## src/rtl/sfr_pkg.sv

```systemverilog
`timescale 1ns / 1ps
// ----------------------------------------------------------------------------
// sfr_pkg
// Shared constants, types and register indexes of the frame receiver.
// ----------------------------------------------------------------------------
package sfr_pkg;

  // frame layout
  localparam int FRAME_LENGTH = 25;
  localparam int STORE_LEN    = FRAME_LENGTH - 1;
  localparam int FLAG_INDEX   = 22;
  localparam int FAILSAFE_BIT = 3;
  // only the channel bytes and the flag byte are ever read back
  localparam int DECODE_LEN   = FLAG_INDEX + 1;
  localparam int POS_W        = $clog2(FRAME_LENGTH);
  localparam int BIDX_W       = $clog2(DECODE_LEN);

  // channels
  localparam int NUM_CHANNELS = 8;
  localparam int OUT_CHANNELS = 8;
  localparam int CHAN_W       = 11;
  localparam int PULSE_W      = 12;
  localparam logic [PULSE_W-1:0] PULSE_OFFSET = 12'd880;

  // configuration
  localparam int CFG_DATA_W = 16;
  localparam int CFG_IDX_W  = 1;
  localparam logic [CFG_IDX_W-1:0] CFG_IDX_GAP_LIMIT = 1'b0;
  localparam logic [CFG_IDX_W-1:0] CFG_IDX_SYNC      = 1'b1;
  localparam logic [15:0] GAP_LIMIT_RST = 16'd2500;
  localparam logic [7:0]  SYNC_RST      = 8'h0F;

  typedef logic [DECODE_LEN-1:0][7:0] sfr_frame_t;

  typedef struct packed {
    logic [OUT_CHANNELS-1:0][PULSE_W-1:0] pulse;
    logic                                 failsafe;
  } sfr_result_t;

endpackage

```

## src/rtl/sfr_frame_assembler.sv

```systemverilog
`timescale 1ns / 1ps
// ----------------------------------------------------------------------------
// sfr_frame_assembler
// Gap check, frame position tracking and storage of the frame bytes.
// ----------------------------------------------------------------------------
module sfr_frame_assembler (
  input  logic                           clk,
  input  logic                           rst_n,
  input  logic                           cfg_wr_en,
  input  logic [sfr_pkg::CFG_IDX_W-1:0]  cfg_index,
  input  logic [sfr_pkg::CFG_DATA_W-1:0] cfg_data,
  input  logic                           accept,
  input  logic [7:0]                     data_byte,
  input  logic [31:0]                    arrival_time_us,
  output sfr_pkg::sfr_frame_t            frame,
  output logic                           frame_done
);
  import sfr_pkg::*;

  logic [15:0]      gap_limit_r;
  logic [7:0]       sync_r;
  logic [31:0]      last_arrival_r, last_arrival_nxt;
  logic [POS_W-1:0] pos_r, pos_nxt;
  sfr_frame_t       frame_r;

  logic [31:0]      gap;
  logic             gap_reset;
  logic [POS_W-1:0] pos_eff;
  logic             store_en;
  logic [POS_W-1:0] store_pos;
  logic [BIDX_W-1:0] store_idx;

  // configuration registers
  always_ff @(posedge clk) begin
    if (!rst_n) begin
      gap_limit_r <= GAP_LIMIT_RST;
      sync_r      <= SYNC_RST;
    end else if (cfg_wr_en) begin
      unique case (cfg_index)
        CFG_IDX_GAP_LIMIT: gap_limit_r <= cfg_data;
        CFG_IDX_SYNC:      sync_r      <= cfg_data[7:0];
        default:           ;
      endcase
    end
  end

  // inter-byte gap, wrapping subtraction
  assign gap       = arrival_time_us - last_arrival_r;
  assign gap_reset = gap > {16'd0, gap_limit_r};
  assign pos_eff   = gap_reset ? '0 : pos_r;

  // position sequencing
  always_comb begin
    last_arrival_nxt = last_arrival_r;
    pos_nxt          = pos_r;
    frame_done       = 1'b0;
    if (accept) begin
      last_arrival_nxt = arrival_time_us;
      priority if (pos_eff == '0 && data_byte != sync_r) begin
        pos_nxt = '0;
      end else if (pos_eff < POS_W'(FRAME_LENGTH - 1)) begin
        pos_nxt = pos_eff + 1'b1;
      end else begin
        pos_nxt    = '0;
        frame_done = 1'b1;
      end
    end
  end

  always_ff @(posedge clk) begin
    if (!rst_n) begin
      last_arrival_r <= '0;
      pos_r          <= '0;
    end else begin
      last_arrival_r <= last_arrival_nxt;
      pos_r          <= pos_nxt;
    end
  end

  // byte store, the trailing end byte is never read so it is not kept
  assign store_pos = pos_eff - 1'b1;
  assign store_idx = store_pos[BIDX_W-1:0];
  assign store_en  = accept && pos_eff != '0 && store_pos < POS_W'(DECODE_LEN);

  always_ff @(posedge clk) begin
    if (store_en) begin
      frame_r[store_idx] <= data_byte;
    end
  end

  assign frame = frame_r;

  // position never leaves the frame
  a_pos_range: assert property (@(posedge clk) disable iff (!rst_n)
    pos_r < POS_W'(FRAME_LENGTH))
    else $error("frame position out of range");

  // a completed frame always restarts at the sync position
  a_done_restart: assert property (@(posedge clk) disable iff (!rst_n)
    frame_done |=> pos_r == '0)
    else $error("position not cleared after frame end");

endmodule

```

## src/rtl/sfr_channel_decoder.sv

```systemverilog
`timescale 1ns / 1ps
// ----------------------------------------------------------------------------
// sfr_channel_decoder
// Unpacks the 11-bit channels, scales them to microseconds, applies failsafe.
// ----------------------------------------------------------------------------
module sfr_channel_decoder (
  input  sfr_pkg::sfr_frame_t  frame,
  output sfr_pkg::sfr_result_t result
);
  import sfr_pkg::*;

  logic [DECODE_LEN*8-1:0] bits;
  logic                    fs;

  // bytes laid out little-endian, first byte after sync at bit 0
  assign bits = frame;
  assign fs   = frame[FLAG_INDEX][FAILSAFE_BIT];

  for (genvar ch = 0; ch < OUT_CHANNELS; ch++) begin : g_chan
    logic [CHAN_W-1:0]  raw;
    logic [CHAN_W+2:0]  times5;
    logic [PULSE_W-1:0] pulse;

    assign raw    = bits[ch*CHAN_W +: CHAN_W];
    // 0.625 * x as (5 * x) >> 3
    assign times5 = {1'b0, raw, 2'b00} + {3'b000, raw};
    assign pulse  = {1'b0, times5[CHAN_W+2:3]} + PULSE_OFFSET;

    assign result.pulse[ch] = (!fs && ch < NUM_CHANNELS) ? pulse : '0;
  end

  assign result.failsafe = fs;

endmodule

```

## src/rtl/sfr_result_buffer.sv

```systemverilog
`timescale 1ns / 1ps
// ----------------------------------------------------------------------------
// sfr_result_buffer
// Output register with a skid stage so input flow control stays registered.
// ----------------------------------------------------------------------------
module sfr_result_buffer (
  input  logic                 clk,
  input  logic                 rst_n,
  input  logic                 push,
  input  sfr_pkg::sfr_result_t push_res,
  output logic                 full,
  output logic                 out_valid,
  input  logic                 out_stall,
  output sfr_pkg::sfr_result_t out_res
);
  import sfr_pkg::*;

  logic        out_vld_r, out_vld_nxt;
  logic        skid_vld_r, skid_vld_nxt;
  sfr_result_t out_res_r, out_res_nxt;
  sfr_result_t skid_res_r, skid_res_nxt;
  logic        pop;

  assign pop = out_vld_r && !out_stall;

  // next-state of the two entries
  always_comb begin
    out_vld_nxt  = out_vld_r;
    out_res_nxt  = out_res_r;
    skid_vld_nxt = skid_vld_r;
    skid_res_nxt = skid_res_r;
    priority if (pop || !out_vld_r) begin
      if (skid_vld_r) begin
        out_vld_nxt  = 1'b1;
        out_res_nxt  = skid_res_r;
        skid_vld_nxt = 1'b0;
      end else begin
        out_vld_nxt = push;
        out_res_nxt = push_res;
      end
    end else if (push) begin
      skid_vld_nxt = 1'b1;
      skid_res_nxt = push_res;
    end
  end

  always_ff @(posedge clk) begin
    if (!rst_n) begin
      out_vld_r  <= 1'b0;
      skid_vld_r <= 1'b0;
    end else begin
      out_vld_r  <= out_vld_nxt;
      skid_vld_r <= skid_vld_nxt;
    end
  end

  always_ff @(posedge clk) begin
    out_res_r  <= out_res_nxt;
    skid_res_r <= skid_res_nxt;
  end

  assign full      = skid_vld_r;
  assign out_valid = out_vld_r;
  assign out_res   = out_res_r;

  // the skid entry is only used behind a held output beat
  a_skid_behind_out: assert property (@(posedge clk) disable iff (!rst_n)
    skid_vld_r |-> out_vld_r)
    else $error("skid entry valid with empty output register");

  // no result may arrive while the skid entry is occupied
  a_no_overflow: assert property (@(posedge clk) disable iff (!rst_n)
    push |-> !skid_vld_r)
    else $error("result pushed into full buffer");

endmodule

```

## src/rtl/sbus_frame_receiver_unit.sv

```systemverilog
`timescale 1ns / 1ps
// ----------------------------------------------------------------------------
// sbus_frame_receiver_unit
// Byte-serial frame receiver: gap-framed bytes in, decoded channel beats out.
// ----------------------------------------------------------------------------
// Usage
//   Input channel: one received byte and its microsecond arrival time per
//   beat (in_valid / in_stall). A byte is taken every cycle while in_stall is
//   low; the position counter and gap check update in the cycle of the beat.
//   A byte arriving more than gap_limit_us after the previous one restarts the
//   frame; a frame opens on sync_value and closes on the 25th byte.
//   Output channel: one beat per completed frame (eight pulse widths and the
//   failsafe flag), presented from the output register after the closing
//   byte is accepted. Throughput is one byte per cycle while in_stall is low.
//   When out_stall holds a result, one further result can wait in a skid
//   entry; in_stall is raised only while that entry is occupied, and drops
//   once the output beat is taken.
//   Configuration: cfg_wr_en with cfg_index 0 writes gap_limit_us, index 1
//   writes sync_value; write only while no frame is in progress.
//   Reset (rst_n low, synchronous) restores gap limit 2500 and sync 0x0F,
//   clears the position and last arrival time and empties the output.
//   No clearing pass is needed after reset.
// ----------------------------------------------------------------------------
module sbus_frame_receiver_unit (
  input  logic                           clk,
  input  logic                           rst_n,
  // configuration
  input  logic                           cfg_wr_en,
  input  logic [sfr_pkg::CFG_IDX_W-1:0]  cfg_index,
  input  logic [sfr_pkg::CFG_DATA_W-1:0] cfg_data,
  // byte input
  input  logic                           in_valid,
  output logic                           in_stall,
  input  logic [7:0]                     in_data_byte,
  input  logic [31:0]                    in_arrival_time_us,
  // decoded frame output
  output logic                           out_valid,
  input  logic                           out_stall,
  output logic [sfr_pkg::PULSE_W-1:0]    out_pulse_ch0,
  output logic [sfr_pkg::PULSE_W-1:0]    out_pulse_ch1,
  output logic [sfr_pkg::PULSE_W-1:0]    out_pulse_ch2,
  output logic [sfr_pkg::PULSE_W-1:0]    out_pulse_ch3,
  output logic [sfr_pkg::PULSE_W-1:0]    out_pulse_ch4,
  output logic [sfr_pkg::PULSE_W-1:0]    out_pulse_ch5,
  output logic [sfr_pkg::PULSE_W-1:0]    out_pulse_ch6,
  output logic [sfr_pkg::PULSE_W-1:0]    out_pulse_ch7,
  output logic                           out_failsafe
);
  import sfr_pkg::*;

  logic        accept;
  logic        frame_done;
  logic        buf_full;
  sfr_frame_t  frame;
  sfr_result_t dec_res;
  sfr_result_t out_res;

  // input handshake
  assign accept   = in_valid && !in_stall;
  assign in_stall = buf_full;

  sfr_frame_assembler u_assembler (
    .clk             (clk),
    .rst_n           (rst_n),
    .cfg_wr_en       (cfg_wr_en),
    .cfg_index       (cfg_index),
    .cfg_data        (cfg_data),
    .accept          (accept),
    .data_byte       (in_data_byte),
    .arrival_time_us (in_arrival_time_us),
    .frame           (frame),
    .frame_done      (frame_done)
  );

  sfr_channel_decoder u_decoder (
    .frame  (frame),
    .result (dec_res)
  );

  sfr_result_buffer u_result_buf (
    .clk       (clk),
    .rst_n     (rst_n),
    .push      (frame_done),
    .push_res  (dec_res),
    .full      (buf_full),
    .out_valid (out_valid),
    .out_stall (out_stall),
    .out_res   (out_res)
  );

  // result fields
  assign out_pulse_ch0 = out_res.pulse[0];
  assign out_pulse_ch1 = out_res.pulse[1];
  assign out_pulse_ch2 = out_res.pulse[2];
  assign out_pulse_ch3 = out_res.pulse[3];
  assign out_pulse_ch4 = out_res.pulse[4];
  assign out_pulse_ch5 = out_res.pulse[5];
  assign out_pulse_ch6 = out_res.pulse[6];
  assign out_pulse_ch7 = out_res.pulse[7];
  assign out_failsafe  = out_res.failsafe;

endmodule

```

## config.mk

```make
export PLATFORM = sky130hd
export DESIGN_NAME = sbus_frame_receiver_unit
export DESIGN_NICKNAME = d
export VERILOG_FILES = /design/src/rtl/sfr_pkg.sv /design/src/rtl/sfr_frame_assembler.sv /design/src/rtl/sfr_channel_decoder.sv /design/src/rtl/sfr_result_buffer.sv /design/src/rtl/sbus_frame_receiver_unit.sv
export SDC_FILE = /design/constraint.sdc
export NUM_CORES = 1
export LEC_CHECK = 0
export ABC_CLOCK_PERIOD_IN_PS = 9000
export BUFFER_PORTS_ARGS = -buffer_cell sky130_fd_sc_hd__clkbuf_2
export CAP_MARGIN = 20
export CORE_AREA = 2 2 207 209
export DETAILED_ROUTE_END_ITERATION = 16
export DIE_AREA = 0 0 209 211
export GPL_TIMING_DRIVEN = 0
export PLACE_DENSITY_LB_ADDON = 0.12
export REMOVE_ABC_BUFFERS = 1
export SKIP_CTS_REPAIR_TIMING = 1
export SKIP_LAST_GASP = 1
export SYNTH_ARGS = -nofsm -noshare
export SYNTH_HDL_FRONTEND = slang
export SYNTH_HIERARCHICAL = 1
export SYNTH_SLANG_ARGS = --single-unit
```

## constraint.sdc

```tcl
create_clock -name clk -period 9 [get_ports clk]
set_clock_uncertainty 0.2 [all_clocks]
set_input_delay 1.35 -clock clk [delete_from_list [all_inputs] [get_ports clk]]
set_output_delay 1.35 -clock clk [all_outputs]
set_load 0.1 [all_outputs]
```

* After elaboration in Yosys (flattened, before gate mapping)
Cells that the tools add are included.
Word-level totals: flip-flop bits (word level) 441, input bits 62, output and inout bits 99
Cells by class: $add $sub $neg 19, magnitude comparators 5, equality and inequality tests 1, muxes and demuxes 19, bitwise logic cells 3, reductions and logical operators 16
Operator list (count):
- bitwise mux 184 bit | 1
- adder 13 x 11 -> 14 bit | 8
- two-way mux 97 bit | 1
- adder 11 x 10 -> 12 bit, second input constant | 8
- two-way mux 12 bit | 8
- demux 8 bit (select 5 bit) | 1
- > comparator 32 x 16 -> 1 bit | 1
- subtractor 32 bit | 1
- two-way mux 5 bit | 3
- less-than comparator 5 bit, second input constant | 2
- two-way mux 8 bit | 1
- inequality test 8 bit | 1
- logical AND 1 bit | 6
- less-than comparator 5 x 6 -> 1 bit, second input constant | 1
- AND reduction 2 bit | 3
- adder 5 x 1 -> 5 bit, second input constant | 1
- greater-or-equal comparator 5 x 1 -> 1 bit, second input constant | 1
- logical NOT 5 bit | 1
- nonzero test 5 bit | 1
- subtractor 5 x 1 -> 5 bit, second input constant | 1
- two-way mux 1 bit | 4
- logical NOT 1 bit | 3
- NOT 1 bit | 3
- OR reduction 2 bit | 1
- logical OR 1 bit | 1

* Depth between registers and ports, before layout
word-level depth 9, mapped depth 26

* Cells and area by module
The synthesis kept the hierarchy.
Modules (own cells, without submodules):
- sfr_frame_assembler | times used 1, cells an instance 929, area each 11313.4 um^2, sequential area each 6746.5 um^2
- sfr_result_buffer | times used 1, cells an instance 309, area each 7146.9 um^2, sequential area each 5865.6 um^2
- sfr_channel_decoder | times used 1, cells an instance 738, area each 5047.3 um^2, sequential area each 0.0 um^2
- sbus_frame_receiver_unit | times used 1, cells an instance 1, area each 13.8 um^2, sequential area each 0.0 um^2

* Least setup slack after synthesis
No wires, ideal clock.
path type input to register, from in in_arrival_time_us[0], to reg u_result_buf/skid_res_r[0] in the netlist's numbering, enable pin, arrival 7327 ps, data required time 8333 ps, path slack 1006 ps, stages on the path 20, cells stage by stage inv_1 ha_1 fa_1 nand2b_1 a21o_1 a31o_2 nand2_1 xor2_1 ha_1 nand4_1 inv_1 a221o_1 o31a_1 nor3_1 o2111ai_2 nor4_4 nand4_4 buf_6 nor2_1 and3_1
Between the ends: cells in the longest elaborated chain, start to end 8, elaborated cells between the ends (all ways) 10, classes of those cells 1 x add/sub; 2 x order compare; 4 x mux; 3 x reduce/logical
Ends and longest elaborated chain:
- start, declared | RTL line sbus_frame_receiver_unit.sv:35 | input logic [31:0] in_arrival_time_us,
- subtractor 32 bit (*) | RTL line sfr_frame_assembler.sv:48 | assign gap = arrival_time_us - last_arrival_r;
- > comparator 32 x 16 -> 1 bit (*) | RTL line sfr_frame_assembler.sv:49 | assign gap_reset = gap > {16'd0, gap_limit_r};
- two-way mux 5 bit (*) | RTL line sfr_frame_assembler.sv:50 | assign pos_eff = gap_reset ? '0 : pos_r;
- less-than comparator 5 bit or logical NOT 5 bit (tied branches) | RTL line sfr_frame_assembler.sv:61, sfr_frame_assembler.sv:59
- two-way mux 1 bit or logical AND 1 bit (tied branches) | RTL line sfr_frame_assembler.sv:61, sfr_frame_assembler.sv:59
- two-way mux 1 bit (*) | RTL line sfr_frame_assembler.sv:59 | priority if (pos_eff == '0 && data_byte != sync_r) begin
- two-way mux 1 bit (*) | RTL line sfr_frame_assembler.sv:57 | if (accept) begin
- named net frame_done | RTL line sbus_frame_receiver_unit.sv:52 | logic frame_done;
- AND reduction 2 bit (no line) (*)
- end signal, assigned | RTL line sfr_result_buffer.sv:59 | skid_res_r <= skid_res_nxt;
- end, declared | RTL line sfr_result_buffer.sv:21 | sfr_result_t skid_res_r, skid_res_nxt;
The timed path passes the listed nets; every way through them passes the cells marked *. A chain may end at the register's enable or synchronous reset.

* Worst setup path after layout
from in in_arrival_time_us[0], to reg u_assembler.frame_r (netlist bit u_assembler/frame[30]), enable pin
Between the ends: cells in the longest elaborated chain, start to end 6, elaborated cells between the ends (all ways) 8, classes of those cells 2 x add/sub; 2 x order compare; 1 x mux; 3 x reduce/logical
Ends and longest elaborated chain:
- subtractor 32 bit (*) | RTL line sfr_frame_assembler.sv:48
- > comparator 32 x 16 -> 1 bit (*) | RTL line sfr_frame_assembler.sv:49
- two-way mux 5 bit (*) | RTL line sfr_frame_assembler.sv:50
- subtractor 5 x 1 -> 5 bit or nonzero test 5 bit (tied branches) | RTL line sfr_frame_assembler.sv:81, sfr_frame_assembler.sv:83
- less-than comparator 5 bit or logical AND 1 bit (tied branches) | RTL line sfr_frame_assembler.sv:83 | assign store_en = accept && pos_eff != '0 && store_pos < POS_W'(DECODE_LEN);
- logical AND 1 bit (*) | RTL line sfr_frame_assembler.sv:83
- end signal, assigned by index | RTL line sfr_frame_assembler.sv:87 | frame_r[store_idx] <= data_byte;
- end, declared | RTL line sfr_frame_assembler.sv:24 | sfr_frame_t frame_r;
Mark *: on every way between the ends. The rest lies on a longest branch, timed or not.

==> flow_summary.json <==
{
  "status": "completed",
  "slew_violations": 0,
  "total_power_mw": 3.78,
  "path_max_fanout": 8,
  "dr.first_iter.drc_count": 815,
  "p_sw_mw": 0.857,
  "path_clk_slew_ps": 60,
  "layout.cells.non_filler": 2589,
  "p_leak_nw": 9.28,
  "dieHeight_um": 211,
  "wl_per_cell_um": 17.6,
  "syn_area_sq_mm": 0.0205,
  "die_area_sq_mm": 0.0441,
  "p_seq_share_pct": 45.9,
  "powerDensity_mw_per_mm2": 161,
  "max_stage_delay_ps": 790,
  "grt_overflow": 0,
  "final_cell_mix": "edfxtp_1, clkbuf_2, nand2_1",
  "ff2ff_path_depth": 22,
  "area_delta_synth_final_pct": 14.1,
  "power.internal_mw": 2.92,
  "cts_tree": "yes",
  "numPlacedInstances": 2516,
  "cts_htree_levels": 2,
  "timing.rr.end": "u_assembler/frame[30]",
  "period_share_pct": 83.4,
  "start_util_pct": 49.2,
  "period_needed_ps": 7510,
  "clkPwrFrac_pct": 45.7,
  "fmax_mhz": 133,
  "drv_cap": 0,
  "crit_type": "input port to flop",
  "max_slew_margin_pct": 34.9,
  "place_area_sq_mm": 0.0220,
  "required_ps": 8970,
  "start_kind": "input port",
  "clockBufferDepth": 3,
  "viasPerCell": 5.68,
  "ys_warn_count": 6,
  "fin_nets": 2216,
  "clkLatencyLatePin_ps": 560,
  "vdd_ir_drop_max_v": 0.000133,
  "cp-startpoint": "in_arrival_time_us[0]",
  "reg2reg_slack_ps": 2040,
  "crit_chain": "clkbuf_2 > inv_1 > ha_1 > fa_1 > nand2b_1 > a21o_1 > a31o_2 > nand2_1 > xor2_1 > ha_1 > nand4_1 > inv_1 > a221o_1 > o31a_1 > nor3_1 > o2111ai_2 > nor4_4 > and3_1 > nand2_1 > ha_1 > a21boi_0 > nand4b_1 > nor3_1",
  "io_pins": 161,
  "tightest_slew_ps": 969,
  "gp_congestion": 0.880,
  "cp_data_arrival_time_ps": 7480,
  "final_common_cell": "edfxtp_1",
  "sw_frac_of_total_pct": 22.7,
  "cp-end-kind": "flop",
  "avgSynthCellArea_sq_um": 11.0,
  "antenna_found_initial": 1,
  "stdcell_area_sq_mm": 0.0234,
  "drive_gt1_share_pct": 19.9,
  "timing.rr.start": "u_assembler/last_arrival_r[2]",
  "hold_viol": 0,
  "drt_pre_antenna_iters": 5,
  "numClockSinks": 346,
  "antenna_cells": 0,
  "fin_tns_setup_ps": 0,
  "wl_um": 45600,
  "hold-worst-slack_ps": 268,
  "hold_class": "flop to flop",
  "rows": 75,
  "path_common_cell": "ha_1",
  "grt_pass1_wl_um": 72300,
  "grt_pass1_vias": 14179,
  "port_buffers": 160,
  "die_x_um": 209,
  "critPathSlowestCell": "nor3_1",
  "numCtsBuffers": 39,
  "detail-route-antenna-nets": 0,
  "pre_cts_ws_ps": 897,
  "setup_slack_ps": 1490,
  "synth_cells": 1863,
  "endpoint": "u_assembler/frame[30]",
  "path_delay_family": "simple AND/OR/NAND/NOR gates",
  "hpwl_um": 32600,
  "final_util_pct": 56.1,
  "cts_root_buf": "clkbuf_16",
  "p_comb_share_pct": 8.4,
  "rsz0062_at_grt": "false",
  "via_count": 14699,
  "worst-path-stages": 23,
  "grt_usage_pct": 20.4,
  "critPathBufInv": 3,
  "remaining_drc_errors": 0,
  "finalSetupViolations": 0,
  "grt_max_degree": 72,
  "core-area_sq_mm": 0.0418
}
worst min-delay path by stage:
stage,from,slack (ps),cells past startpoint,endpoint
floorplan,u_assembler/gap_limit_r[10],240,2,u_assembler/gap_limit_r[10]
global placement,u_assembler/gap_limit_r[12],260,2,u_assembler/gap_limit_r[12]
detailed placement,u_assembler/gap_limit_r[4],270,2,u_assembler/gap_limit_r[4]
CTS,u_assembler/gap_limit_r[12],280,2,u_assembler/gap_limit_r[12]
global route,u_assembler/sync_r[3],290,2,u_assembler/sync_r[3]
finish,u_assembler/gap_limit_r[4],270,2,u_assembler/gap_limit_r[4]
worst reg2reg max path: cells and delay by family (launching register included):
family                   cells  cell delay [ps]
XOR/XNOR                     1              150
adder cells (fa/ha/maj)      3              900
AO/OA/AOI/OAI                8             2260
AND/OR/NAND/NOR              8             2640
flip-flops                   1              320
buffers and inverters        2              100
power groups by stage:
stage          sequential [mW]  combinational, mW  clock (mW)
2_1_floorplan             1.77              0.220           0
3_3_place_gp              1.77              0.310           0
3_5_place_dp              1.77              0.315           0
4_1_cts                   1.73              0.317        1.77
5_1_grt                   1.73              0.355        1.83
6_report                  1.73              0.317        1.73
flip-flops by register name, indices dropped and copies added (netlist names):
name                        cells
u_result_buf/out_res           97
u_assembler/gap_limit_r        16
u_result_buf/full               1
u_result_buf/skid_res_r        97
u_assembler/last_arrival_r     32
u_assembler/frame              89
u_result_buf/out_valid          1
u_assembler/sync_r              8
u_assembler/pos_r               5
metal layers:
layer | track usage, % | wire (um) | share of wire [%] | up-vias
met1 | 26.9 | 21000 | 46 | 7060
met3 | 3.03 | 1680 | 3.7 | 82
met2 | 34.5 | 21600 | 47 | 279
met5 | 0 | 0 | 0 | -
met4 | 6.82 | 1280 | 2.8 | 0
li1 | - | - | - | 7278
area by class of cell:
| cell class | count | area [sq um] |
|---|---|---|
| fillers | 3576 | 18300 |
| multi-input cells | 1350 | 10100 |
| flip-flops and latches | 346 | 9760 |
| repair buffers | 177 | 1120 |
| clock buffers | 42 | 1010 |
| well taps | 539 | 674 |
| inverters | 106 | 398 |
| clock inverters | 29 | 394 |
Note: power is estimated with default switching activity, not from simulation.
